[src/rtl/adsr_pkg.sv]
`timescale 1ns / 1ps
`default_nettype none

package adsr_pkg;

    // Register field width and number of codes per rate register
    localparam int RATE_W      = 7;
    localparam int RATE_LEVELS = 1 << RATE_W;

    // Width of the reported level, unsigned Q1.16
    localparam int LEVEL_OUT_W = 17;

    // Scale divisors of the rate registers
    localparam longint unsigned ATTACK_DIV  = 64'd32512;   // 127 * 256
    localparam longint unsigned COEF_DIV    = 64'd130048;  // 127 * 1024
    localparam longint unsigned SUSTAIN_DIV = 64'd127;

    // Register indexes on the config port
    localparam logic [1:0] REG_ATTACK  = 2'd0;
    localparam logic [1:0] REG_DECAY   = 2'd1;
    localparam logic [1:0] REG_SUSTAIN = 2'd2;
    localparam logic [1:0] REG_RELEASE = 2'd3;

    // Command codes of an input word
    localparam logic [1:0] CMD_TICK    = 2'd0;
    localparam logic [1:0] CMD_KEY_ON  = 2'd1;
    localparam logic [1:0] CMD_KEY_OFF = 2'd2;

    typedef enum logic [1:0] {
        MODE_IDLE    = 2'd0,
        MODE_ATTACK  = 2'd1,
        MODE_DECAY   = 2'd2,
        MODE_RELEASE = 2'd3
    } mode_t;

    // One input word
    typedef struct packed {
        logic [1:0] cmd;
        logic       fade;
    } item_t;

endpackage

`default_nettype wire

[src/rtl/adsr_envelope_generator.sv]
`timescale 1ns / 1ps
`default_nettype none

// ADSR envelope for one voice. Each input word is a sample tick, key-on or
// key-off; each produces exactly one result word with the new level (Q1.16)
// and mode. The block takes one word per clock when the result side keeps
// up. A word passes through an input register, one multiply step shared
// by decay and release, and the result register, which also holds the
// envelope state; the result register takes it once empty or taken.
// Register writes decode the rate codes through constant tables into
// increments, sustain targets and reciprocal coefficients, so write
// them only while no word is in flight. There is no clearing pass;
// the block is ready right after reset.
module adsr_envelope_generator #(
    parameter int LEVEL_FRAC_BITS = 24
) (
    input  wire logic                              aclk,
    input  wire logic                              aresetn,
    // input words
    input  wire logic                              s_valid,
    output logic                                   s_ready,
    input  wire logic [1:0]                        s_cmd,
    input  wire logic                              s_fade_request,
    // result words
    output logic                                   m_valid,
    input  wire logic                              m_ready,
    output logic [adsr_pkg::LEVEL_OUT_W-1:0]       m_level,
    output logic [1:0]                             m_mode,
    // register writes
    input  wire logic                              cfg_valid,
    output logic                                   cfg_ready,
    input  wire logic [1:0]                        cfg_addr,
    input  wire logic [adsr_pkg::RATE_W-1:0]       cfg_data
);
    import adsr_pkg::*;

    localparam int F  = LEVEL_FRAC_BITS;
    localparam int LW = F + 1;

    localparam logic [LW-1:0] LEVEL_ONE   = LW'(1) << F;
    localparam logic [LW-1:0] LEVEL_FLOOR = LW'(1) << (F - 16);

    logic          in_valid_reg;
    logic          in_valid_next;
    item_t         in_item_reg;
    logic          m_valid_reg;
    logic          m_valid_next;
    logic [LW-1:0] level_reg;
    mode_t         mode_reg;

    logic          s_accept;
    logic          out_free;
    logic          advance;
    item_t         s_item;
    mode_t         mode_next;
    logic [LW-1:0] level_next;

    logic [F-8:0]  attack_inc;
    logic [F:0]    sustain;
    logic [F+7:0]  decay_coef;
    logic [F+7:0]  release_coef;

    assign cfg_ready = 1'b1;

    adsr_cfg #(
        .LEVEL_FRAC_BITS(LEVEL_FRAC_BITS)
    ) u_cfg (
        .aclk         (aclk),
        .aresetn      (aresetn),
        .wr_en        (cfg_valid),
        .wr_addr      (cfg_addr),
        .wr_data      (cfg_data),
        .attack_inc   (attack_inc),
        .sustain      (sustain),
        .decay_coef   (decay_coef),
        .release_coef (release_coef)
    );

    adsr_step #(
        .LEVEL_FRAC_BITS(LEVEL_FRAC_BITS)
    ) u_step (
        .item         (in_item_reg),
        .mode_i       (mode_reg),
        .level_i      (level_reg),
        .attack_inc   (attack_inc),
        .sustain      (sustain),
        .decay_coef   (decay_coef),
        .release_coef (release_coef),
        .mode_o       (mode_next),
        .level_o      (level_next)
    );

    // Handshake: the result register frees when empty or taken
    assign out_free      = !m_valid_reg || m_ready;
    assign advance       = in_valid_reg && out_free;
    assign s_ready       = !in_valid_reg || advance;
    assign s_accept      = s_valid && s_ready;
    assign s_item        = '{cmd: s_cmd, fade: s_fade_request};
    assign in_valid_next = s_accept ? 1'b1 : (advance ? 1'b0 : in_valid_reg);
    assign m_valid_next  = advance ? 1'b1 : (m_ready ? 1'b0 : m_valid_reg);

    // Input register
    always_ff @(posedge aclk) begin
        if (!aresetn) begin
            in_valid_reg <= 1'b0;
        end else begin
            in_valid_reg <= in_valid_next;
        end
        if (s_accept) begin
            in_item_reg <= s_item;
        end
    end

    // Result register, doubling as envelope state
    always_ff @(posedge aclk) begin
        if (!aresetn) begin
            m_valid_reg <= 1'b0;
            level_reg   <= '0;
            mode_reg    <= MODE_IDLE;
        end else begin
            m_valid_reg <= m_valid_next;
            if (advance) begin
                level_reg <= level_next;
                mode_reg  <= mode_next;
            end
        end
    end

    assign m_valid = m_valid_reg;
    assign m_level = level_reg[F -: LEVEL_OUT_W];
    assign m_mode  = mode_reg;

`ifndef SYNTHESIS
    a_level_max: assert property (@(posedge aclk) disable iff (!aresetn)
        level_reg <= LEVEL_ONE)
        else $error("envelope level above full scale");

    a_level_floor: assert property (@(posedge aclk) disable iff (!aresetn)
        level_reg != '0 |-> level_reg >= LEVEL_FLOOR)
        else $error("nonzero level below floor");

    a_key_on: assert property (@(posedge aclk) disable iff (!aresetn)
        advance && in_item_reg.cmd == CMD_KEY_ON
        |=> mode_reg == MODE_ATTACK && level_reg == '0)
        else $error("key-on did not restart attack");

    a_attack_done: assert property (@(posedge aclk) disable iff (!aresetn)
        mode_reg == MODE_DECAY && $past(mode_reg) == MODE_ATTACK
        |-> level_reg == LEVEL_ONE || $past(in_item_reg.fade) == 1'b1)
        else $error("attack ended below full scale");

    a_no_result_without_word: assert property (@(posedge aclk) disable iff (!aresetn)
        !$past(advance) && !$past(m_valid_reg) |-> !m_valid_reg)
        else $error("result word without input word");
`endif

endmodule

`default_nettype wire

[src/rtl/adsr_cfg.sv]
`timescale 1ns / 1ps
`default_nettype none

module adsr_cfg #(
    parameter int LEVEL_FRAC_BITS = 24
) (
    input  wire logic                        aclk,
    input  wire logic                        aresetn,
    input  wire logic                        wr_en,
    input  wire logic [1:0]                  wr_addr,
    input  wire logic [adsr_pkg::RATE_W-1:0] wr_data,
    output logic [LEVEL_FRAC_BITS-8:0]       attack_inc,
    output logic [LEVEL_FRAC_BITS:0]         sustain,
    output logic [LEVEL_FRAC_BITS+7:0]       decay_coef,
    output logic [LEVEL_FRAC_BITS+7:0]       release_coef
);
    import adsr_pkg::*;

    localparam int F    = LEVEL_FRAC_BITS;
    localparam int IW   = F - 7;    // attack increment, at most 2^(F-8)
    localparam int SW   = F + 1;    // sustain target, at most 1.0
    localparam int CW   = F + 8;    // coefficient, at most 2^(F+7)
    localparam int KSH  = F + 17;   // reciprocal precision shift

    logic [IW-1:0] atk_tbl [RATE_LEVELS];
    logic [SW-1:0] sus_tbl [RATE_LEVELS];
    logic [CW-1:0] coef_tbl [RATE_LEVELS];

    logic [IW-1:0] attack_inc_reg;
    logic [SW-1:0] sustain_reg;
    logic [CW-1:0] decay_coef_reg;
    logic [CW-1:0] release_coef_reg;

    // Elaboration-time tables: per-tick increment, sustain target and
    // rounded-up reciprocal coefficient rate * 2^KSH / (127*1024)
    for (genvar i = 0; i < RATE_LEVELS; i++) begin : g_tbl
        assign atk_tbl[i]  = IW'((64'(i) << F) / ATTACK_DIV);
        assign sus_tbl[i]  = SW'((64'(i) << F) / SUSTAIN_DIV);
        assign coef_tbl[i] = CW'(((64'(i) << KSH) + COEF_DIV - 64'd1) / COEF_DIV);
    end

    // Register writes store the decoded operand, not the raw code
    always_ff @(posedge aclk) begin
        if (!aresetn) begin
            attack_inc_reg   <= '0;
            sustain_reg      <= '0;
            decay_coef_reg   <= '0;
            release_coef_reg <= '0;
        end else if (wr_en) begin
            unique case (wr_addr)
                REG_ATTACK:  attack_inc_reg   <= atk_tbl[wr_data];
                REG_DECAY:   decay_coef_reg   <= coef_tbl[wr_data];
                REG_SUSTAIN: sustain_reg      <= sus_tbl[wr_data];
                REG_RELEASE: release_coef_reg <= coef_tbl[wr_data];
                default:     ;
            endcase
        end
    end

    assign attack_inc   = attack_inc_reg;
    assign sustain      = sustain_reg;
    assign decay_coef   = decay_coef_reg;
    assign release_coef = release_coef_reg;

endmodule

`default_nettype wire

[src/rtl/adsr_step.sv]
`timescale 1ns / 1ps
`default_nettype none

module adsr_step #(
    parameter int LEVEL_FRAC_BITS = 24
) (
    input  wire adsr_pkg::item_t       item,
    input  wire adsr_pkg::mode_t       mode_i,
    input  wire logic [LEVEL_FRAC_BITS:0]   level_i,
    input  wire logic [LEVEL_FRAC_BITS-8:0] attack_inc,
    input  wire logic [LEVEL_FRAC_BITS:0]   sustain,
    input  wire logic [LEVEL_FRAC_BITS+7:0] decay_coef,
    input  wire logic [LEVEL_FRAC_BITS+7:0] release_coef,
    output adsr_pkg::mode_t            mode_o,
    output logic [LEVEL_FRAC_BITS:0]   level_o
);
    import adsr_pkg::*;

    localparam int F   = LEVEL_FRAC_BITS;
    localparam int LW  = F + 1;
    localparam int CW  = F + 8;
    localparam int PW  = LW + CW;
    localparam int KSH = F + 17;

    localparam logic [LW-1:0] LEVEL_ONE   = LW'(1) << F;
    localparam logic [LW-1:0] LEVEL_FADE  = LW'(1) << (F - 9);
    localparam logic [LW-1:0] LEVEL_FLOOR = LW'(1) << (F - 16);

    logic                 is_decay;
    logic [LW-1:0]        target;
    logic [CW-1:0]        coef;
    logic signed [LW:0]   diff;
    logic [LW:0]          diff_abs;
    logic [LW-1:0]        mag;
    logic [PW-1:0]        prod;
    logic [LW-1:0]        step_q;
    logic [LW-1:0]        exp_level;
    logic [LW-1:0]        atk_sum;

    // Shared exponential step: release is decay toward zero.
    // step = trunc(|L - target| * rate / (127*1024)), exact via reciprocal
    always_comb begin
        is_decay = (mode_i == MODE_DECAY);
        target   = is_decay ? sustain : '0;
        coef     = is_decay ? decay_coef : release_coef;
        diff     = $signed({1'b0, level_i}) - $signed({1'b0, target});
        diff_abs = diff[LW] ? (LW+1)'(0) - diff : diff;
        mag      = diff_abs[LW-1:0];
        prod     = PW'(mag) * PW'(coef);
        step_q   = LW'(prod[PW-1:KSH]);
        exp_level = diff[LW] ? level_i + step_q : level_i - step_q;
        atk_sum  = level_i + LW'(attack_inc);
    end

    // Command decode, mode step, fade and floor
    always_comb begin
        logic [LW-1:0] lv;
        mode_o = mode_i;
        lv     = level_i;
        case (item.cmd)
            CMD_TICK: begin
                case (mode_i)
                    MODE_ATTACK: begin
                        if (atk_sum > LEVEL_ONE) begin
                            lv     = LEVEL_ONE;
                            mode_o = MODE_DECAY;
                        end else begin
                            lv = atk_sum;
                        end
                    end
                    MODE_DECAY, MODE_RELEASE: lv = exp_level;
                    default: lv = level_i;
                endcase
                if (item.fade) begin
                    lv = (lv < LEVEL_FADE) ? '0 : lv - LEVEL_FADE;
                end
                if (lv < LEVEL_FLOOR) begin
                    lv = '0;
                end
            end
            CMD_KEY_ON: begin
                mode_o = MODE_ATTACK;
                lv     = '0;
            end
            CMD_KEY_OFF: mode_o = MODE_RELEASE;
            default: ;
        endcase
        level_o = lv;
    end

endmodule

`default_nettype wire

[config.mk]
export PLATFORM = sky130hd
export DESIGN_NAME = adsr_envelope_generator
export DESIGN_NICKNAME = d
export VERILOG_FILES = /design/src/rtl/adsr_pkg.sv /design/src/rtl/adsr_envelope_generator.sv /design/src/rtl/adsr_cfg.sv /design/src/rtl/adsr_step.sv
export SDC_FILE = /design/constraint.sdc
export NUM_CORES = 2
export LEC_CHECK = 0
export BUFFER_PORTS_ARGS = -buffer_cell sky130_fd_sc_hd__buf_2
export CAP_MARGIN = 40
export CORE_MARGIN = 10
export CORE_UTILIZATION = 60
export CTS_CLUSTER_DIAMETER = 80
export DETAILED_ROUTE_END_ITERATION = 6
export GPL_ROUTABILITY_DRIVEN = 0
export PLACE_DENSITY = 0.85
export SLEW_MARGIN = 20
export SYNTH_ARGS = -nofsm -noshare
export SYNTH_HDL_FRONTEND = slang
export SYNTH_SLANG_ARGS = --single-unit
[constraint.sdc]
create_clock -name aclk -period 32.8 [get_ports aclk]
set_clock_uncertainty 0.1 [all_clocks]
set_input_delay 9.84 -clock aclk [delete_from_list [all_inputs] [get_ports aclk]]
set_output_delay 9.84 -clock aclk [all_outputs]
set_load 0.02 [all_outputs]
======== Word level (Yosys, flattened, before mapping) ========
Memories as Yosys holds them, arrays and structs flattened. A register that Yosys moved wholly into a read port is not among the register bits.
Cells that the tools add are included.
word-level totals
  bits in registers ....................... 96
  memory bits (read-only) ................. 9,472
  bits of input ports ..................... 17
  output and inout port bits .............. 22
  word-level logic and storage cells ...... 75
  memories ................................ 3
memories
  name             words  bits a word  rd ports  clocked after memory_dff  wr ports  line            source
  (no name shown)  128    32           1         0                         0         adsr_cfg.sv:52  REG_DECAY: decay_coef_reg <= coef_tbl[wr_data];
  (no name shown)  128    25           1         1                         0         adsr_cfg.sv:53  REG_SUSTAIN: sustain_reg <= sus_tbl[wr_data];
  (no name shown)  128    17           1         1                         0         adsr_cfg.sv:51  REG_ATTACK: attack_inc_reg <= atk_tbl[wr_data];
cells by class
  add/subtract/negate cells ............... 6
  $mul .................................... 1
  magnitude comparators ................... 4
  eq/ne operators ......................... 10
  muxes and demuxes ....................... 21
  bitwise operators ....................... 1
  reductions and logical operators ........ 21
operators by type and width
  operator                  count
  $mux W25                  9
  $pmux W25 S2              2
  $mux W32                  3
  $mul A25 B32 Y57          1
  $sub A25 B25 Y26          1
  $add A25 B16 Y25          1
  $add A25 B17 Y25          1
  $gt A25 B25 Y1 const B    1
  $lt A25 B16 Y1 const B    1
  $lt A25 B9 Y1 const B     1
  $sub A1 B25 Y25 const A   1
  $sub A25 B16 Y25          1
  $sub A25 B16 Y25 const B  1
  $eq A2 B2 Y1 const B      5
  $reduce_and A2 Y1         5
  $ge A8 B8 Y1 const B      1
  $not A7 Y8                1
  $eq A2 B1 Y1 const B      3
  $pmux W2 S3               1
  $reduce_bool A2 Y1        3
  $logic_not A1 Y1          4
  $logic_not A2 Y1          2
  $mux W1                   4
  $mux W2                   2
  other kinds (7)           9

======== Logic depth before layout (Yosys ltp) ========
  depth after elaboration ................. 17
  gate-level depth with buffers ........... 67
  gate-level depth less buffers ........... 64

======== Modules after synthesis ========
A second synthesis with hierarchy kept.
unflattened totals
  cells, all modules ...................... 4,452
  area total of the unflattened synthesis .. 36,165.9 sq um
modules (own cells, without submodules)
  module                   instances  cells an instance  area each (sq um)  seq. area each (sq um)
  adsr_step                1          4,017              32,286.0           0.0
  adsr_cfg                 1          287                2,484.9            920.9
  adsr_envelope_generator  1          148                1,395.1            670.6

======== Worst setup path after synthesis ========
No wires, ideal clock.
  kind .................................... in2out
  start ................................... input port m_ready
  end ..................................... output port s_ready
  arrival ................................. 10,167 ps
  data required time ...................... 22,860 ps
  slack ................................... 12,693 ps
  cell stages on the path ................. 2
  buffers on the path ..................... 0
  path through ............................ nor2b_1 > nand2_1
between the ends
  cells in the longest elaborated chain, start to end .. 3
ends and longest elaborated chain
  item                 line                           source
  from (decl)          adsr_envelope_generator.sv:26  input wire logic m_ready,
  $logic_or A1 B1 Y1   adsr_envelope_generator.sv:94  assign out_free = !m_valid_reg || m_ready;
  $logic_and A1 B1 Y1  adsr_envelope_generator.sv:95  assign advance = in_valid_reg && out_free;
  $logic_or A1 B1 Y1   adsr_envelope_generator.sv:96  assign s_ready = !in_valid_reg || advance;
  to (decl)            adsr_envelope_generator.sv:21  output logic s_ready,
Every way passes these cells.

======== Final worst setup path ========
Same ends and word-level chain as after synthesis.

==> summary.txt <==
Worst setup path
  – CP Buf/Inv Count: 2
  – Crit-path max cell delay: 180 ps
  – Critical path's top delay family: simple AND/OR/NAND/NOR gates
  – Critical path endpoint category: output pin
  – Critical path data arrival time: 10370 ps
  – Critical Path, Cell by Cell: buf_2 -> nor2b_1 -> nand2_1 -> buf_2
  – Startpoint types: input pin
  – Critical Path RT: 22860 ps
  – Crit Path Max Fanout: 3
  – Critical Path Slowest Stage Cell: nor2b_1
  – Top cell by count, worst path: buf_2
  – Critical path type: in -> out

Logic synthesis
  – Dominant synthesized flop cell: dfxtp_1
  – Share of flip-flops with an asynchronous set or reset: 0%
  – EDFF count, synth: 3
  – Syn Nets: 4229
  – Post-Syn Area: 28200 um2
  – Flops & latches, synth: 78
  – Cell variety after synth: 98
  – Syn avg cell area: 8.18 um2
  – Synthesized netlist cell count: 3449
  – Ys Warns: 0
  – Seq/Total Area, Yosys: 5.64%

Die
  – Die area: 56100 um2
  – I/O pins: 39
  – Die width: 237 um
  – Number of cell rows: 79
  – Core Footprint: 46600 um2
  – Initial core utilization: 60.6%
  – Die height: 237 um

Final layout
  – Area of the multi-input gates: 23600 um2
  – Final Instance Area: 29500 um2
  – Fillers: 3787
  – Layout cell share with drive strength beyond 1: 5.23%
  – Area Overhead vs Synth: 4.69%
  – Largest register FFs: 25
  – Sequential Area: 1590 um2
  – Nets: 4218

Clock tree
  – Worst-path clk slew: 60 ps
  – CTS tree: built
  – H-tree depth: 3
  – Clock sink count: 78
  – Post-CTS setup buffers: 0
  – CTS Hold Bufs: 0
  – Clock tree buffer depth: 2
  – CTS root buffer: clkbuf_16
  – Latest clock arrival within the worst-skew pair: 350 ps
  – CTS Buf Count: 9
  – Post_cts resized: 0

Place
  – Post-DP HPWL: 72.8 mm
  – Area after DPL: 29200 um2
  – Buffers on Ports: 37
  – Worst slack at placement: 12500 ps

STA
  – Final number of hold-violating endpoints: 0
  – Worst slew pin tran: 928 ps
  – Max_slew headroom: 38.0%
  – Tcrit/Tclk final: 61.9%
  – RSZ-0062 raised after global routing: no
  – Setup_tns: 0 ps
  – Final max-slew violation count: 0
  – Final setup violation count: 0
  – Final worst slack: 12490 ps
  – Fin crit period: 20310 ps
  – F_max: 49.2 MHz

Global routing
  – Initial antenna violation count: 0
  – GRT Total Usage: 31.2%
  – Largest net degree at the start of global routing: 55
  – Vias in the first global route: 25759
  – Global-route wire length before repair: 139 mm
  – Grt ovf: 0

Outcome
  – Status: completed

Drt
  – DRC viols: 0
  – Vias: 24916
  – WL per Instance: 21.6 um
  – Drt first pass iters: 7
  – Detailed Route Iter0 Violations: 2560
  – Post-DR vias/cell: 6.15
  – Routed Antenna Nets: 0
  – Routed wire length: 87.5 mm

Job
  – Max-cap violations: 0

Worst hold path
  – Hold WC Path Type: reg -> reg
==> layout by cell type, fill, tap and decap left out, types with 19 or more instances in the layout <==
cell type / netlist / final
a211oi_1: 27 / 27
a21boi_0: 32 / 32
a21o_1: 54 / 54
a21oi_1: 169 / 169
and2_1: 50 / 50
and3_1: 20 / 20
buf_2: 10 / 43
buf_4: 19 / 41
dfxtp_1: 75 / 75
fa_1: 490 / 490
ha_1: 273 / 273
inv_1: 692 / 692
mux2i_1: 32 / 24
nand2_1: 421 / 421
nand2b_1: 38 / 38
nand3_1: 34 / 34
nand4_1: 39 / 39
nor2_1: 280 / 280
nor2b_1: 21 / 21
nor3_1: 37 / 36
o211a_1: 20 / 20
o21a_1: 21 / 21
o21ai_0: 105 / 105
o31ai_1: 19 / 19
xnor2_1: 75 / 70
xor2_1: 46 / 44
==> logic make-up (layout without fill, tap and decap cells) <==
kind of cell	count (synthesis)	after routing	share of synthesized area [%]
buffers and inverters	816	810	11.2
AO/OA/AOI/OAI	594	594	14.2
other	1	2	0.0133
flip-flops	78	78	5.64
multiplexers	35	35	1.25
AND/OR/NAND/NOR	1040	1040	17.0
XOR/XNOR	122	122	3.81
adder cells (fa/ha/maj)	763	763	46.9
==> synthesized netlist by cell type, types with 7 or more instances <==
master | count | share of area, %
o211ai_1 | 13 | 0.35
a21o_1 | 54 | 1.4
or2_2 | 13 | 0.29
nand2b_1 | 38 | 0.84
xnor2_1 | 75 | 2.3
a221o_1 | 8 | 0.28
nand2_1 | 421 | 5.6
o21bai_1 | 16 | 0.43
nor2b_1 | 21 | 0.47
a21boi_0 | 32 | 0.85
nor3_1 | 37 | 0.66
nor2_1 | 280 | 3.7
inv_1 | 692 | 9.2
and2_1 | 50 | 1.1
and3_1 | 20 | 0.44
o31ai_1 | 19 | 0.51
buf_4 | 19 | 0.51
nor4_1 | 13 | 0.29
dfxtp_1 | 75 | 5.3
buf_2 | 10 | 0.18
o21a_1 | 21 | 0.56
clkbuf_1 | 86 | 1.1
ha_1 | 273 | 12
and4_1 | 7 | 0.22
a21oi_1 | 169 | 3.0
or4_1 | 11 | 0.29
nand3_1 | 34 | 0.60
a211oi_1 | 27 | 0.72
o211a_1 | 20 | 0.71
a221oi_1 | 7 | 0.22
or3_1 | 16 | 0.35
fa_1 | 490 | 35
xor2_1 | 46 | 1.4
a32o_1 | 9 | 0.32
nor3b_1 | 7 | 0.19
nand4_1 | 39 | 0.86
o21ai_0 | 105 | 1.9
a31oi_1 | 9 | 0.20
o21ai_1 | 10 | 0.18
mux2i_1 | 32 | 1.1
==> stage by stage <==
stage	std cells	utilization (%)	hold WS, ps
6_report	4051	63.5	368
2_1_floorplan	3449	-	344
3_5_place_dp	4029	62.7	362
4_1_cts	4045	63.3	369
3_3_place_gp	4010	62.3	355
5_1_grt	4050	63.5	392
==> path summary, 6_finish.rpt <==
check,cells after the start,start,slack [ps],endpoint
setup / recovery,4,m_ready,12490,s_ready
hold / removal,2,u_cfg.sustain[24]$_SDFFE_PN0P_,370,u_cfg.sustain[24]$_SDFFE_PN0P_
setup reg to reg,65,m_mode[1]$_SDFFE_PN0P_,15050,level_reg[13]$_SDFFE_PN0P_
hold reg to reg,2,u_cfg.sustain[24]$_SDFFE_PN0P_,370,u_cfg.sustain[24]$_SDFFE_PN0P_
==> metal layers <==
metal,vias to the layer above,track usage (%),share of wire [%]
li1,11042,-,-
met3,435,10.0,13
met2,1540,48.6,44
met1,11899,36.6,35
met4,0,20.5,8.1
met5,-,0,0
==> worst register-to-register path, delay by kind of cell (launching register included) <==
kind                     cells  cell delay, ps
AO/OA/AOI/OAI               19            5160
XOR/XNOR                     5            1550
adder cells (fa/ha/maj)     12            5030
buffers and inverters       12            1420
flip-flops                   1             350
multiplexers                 1             300
AND/OR/NAND/NOR             16            3700
==> area by class of cell <==
type                    instances  share of cell area (%)
well taps                     607                    2.57
clock buffers                  11                   0.788
multi-input cells            2555                    79.7
clock inverters                 5                   0.284
repair buffers                100                    2.42
flip-flops and latches         78                    5.39
inverters                     694                    8.82
diodes                          1                 0.00847
Power is not shown: default switching activity piles up to over one toggle a cycle in this logic, so the estimate is an artifact.
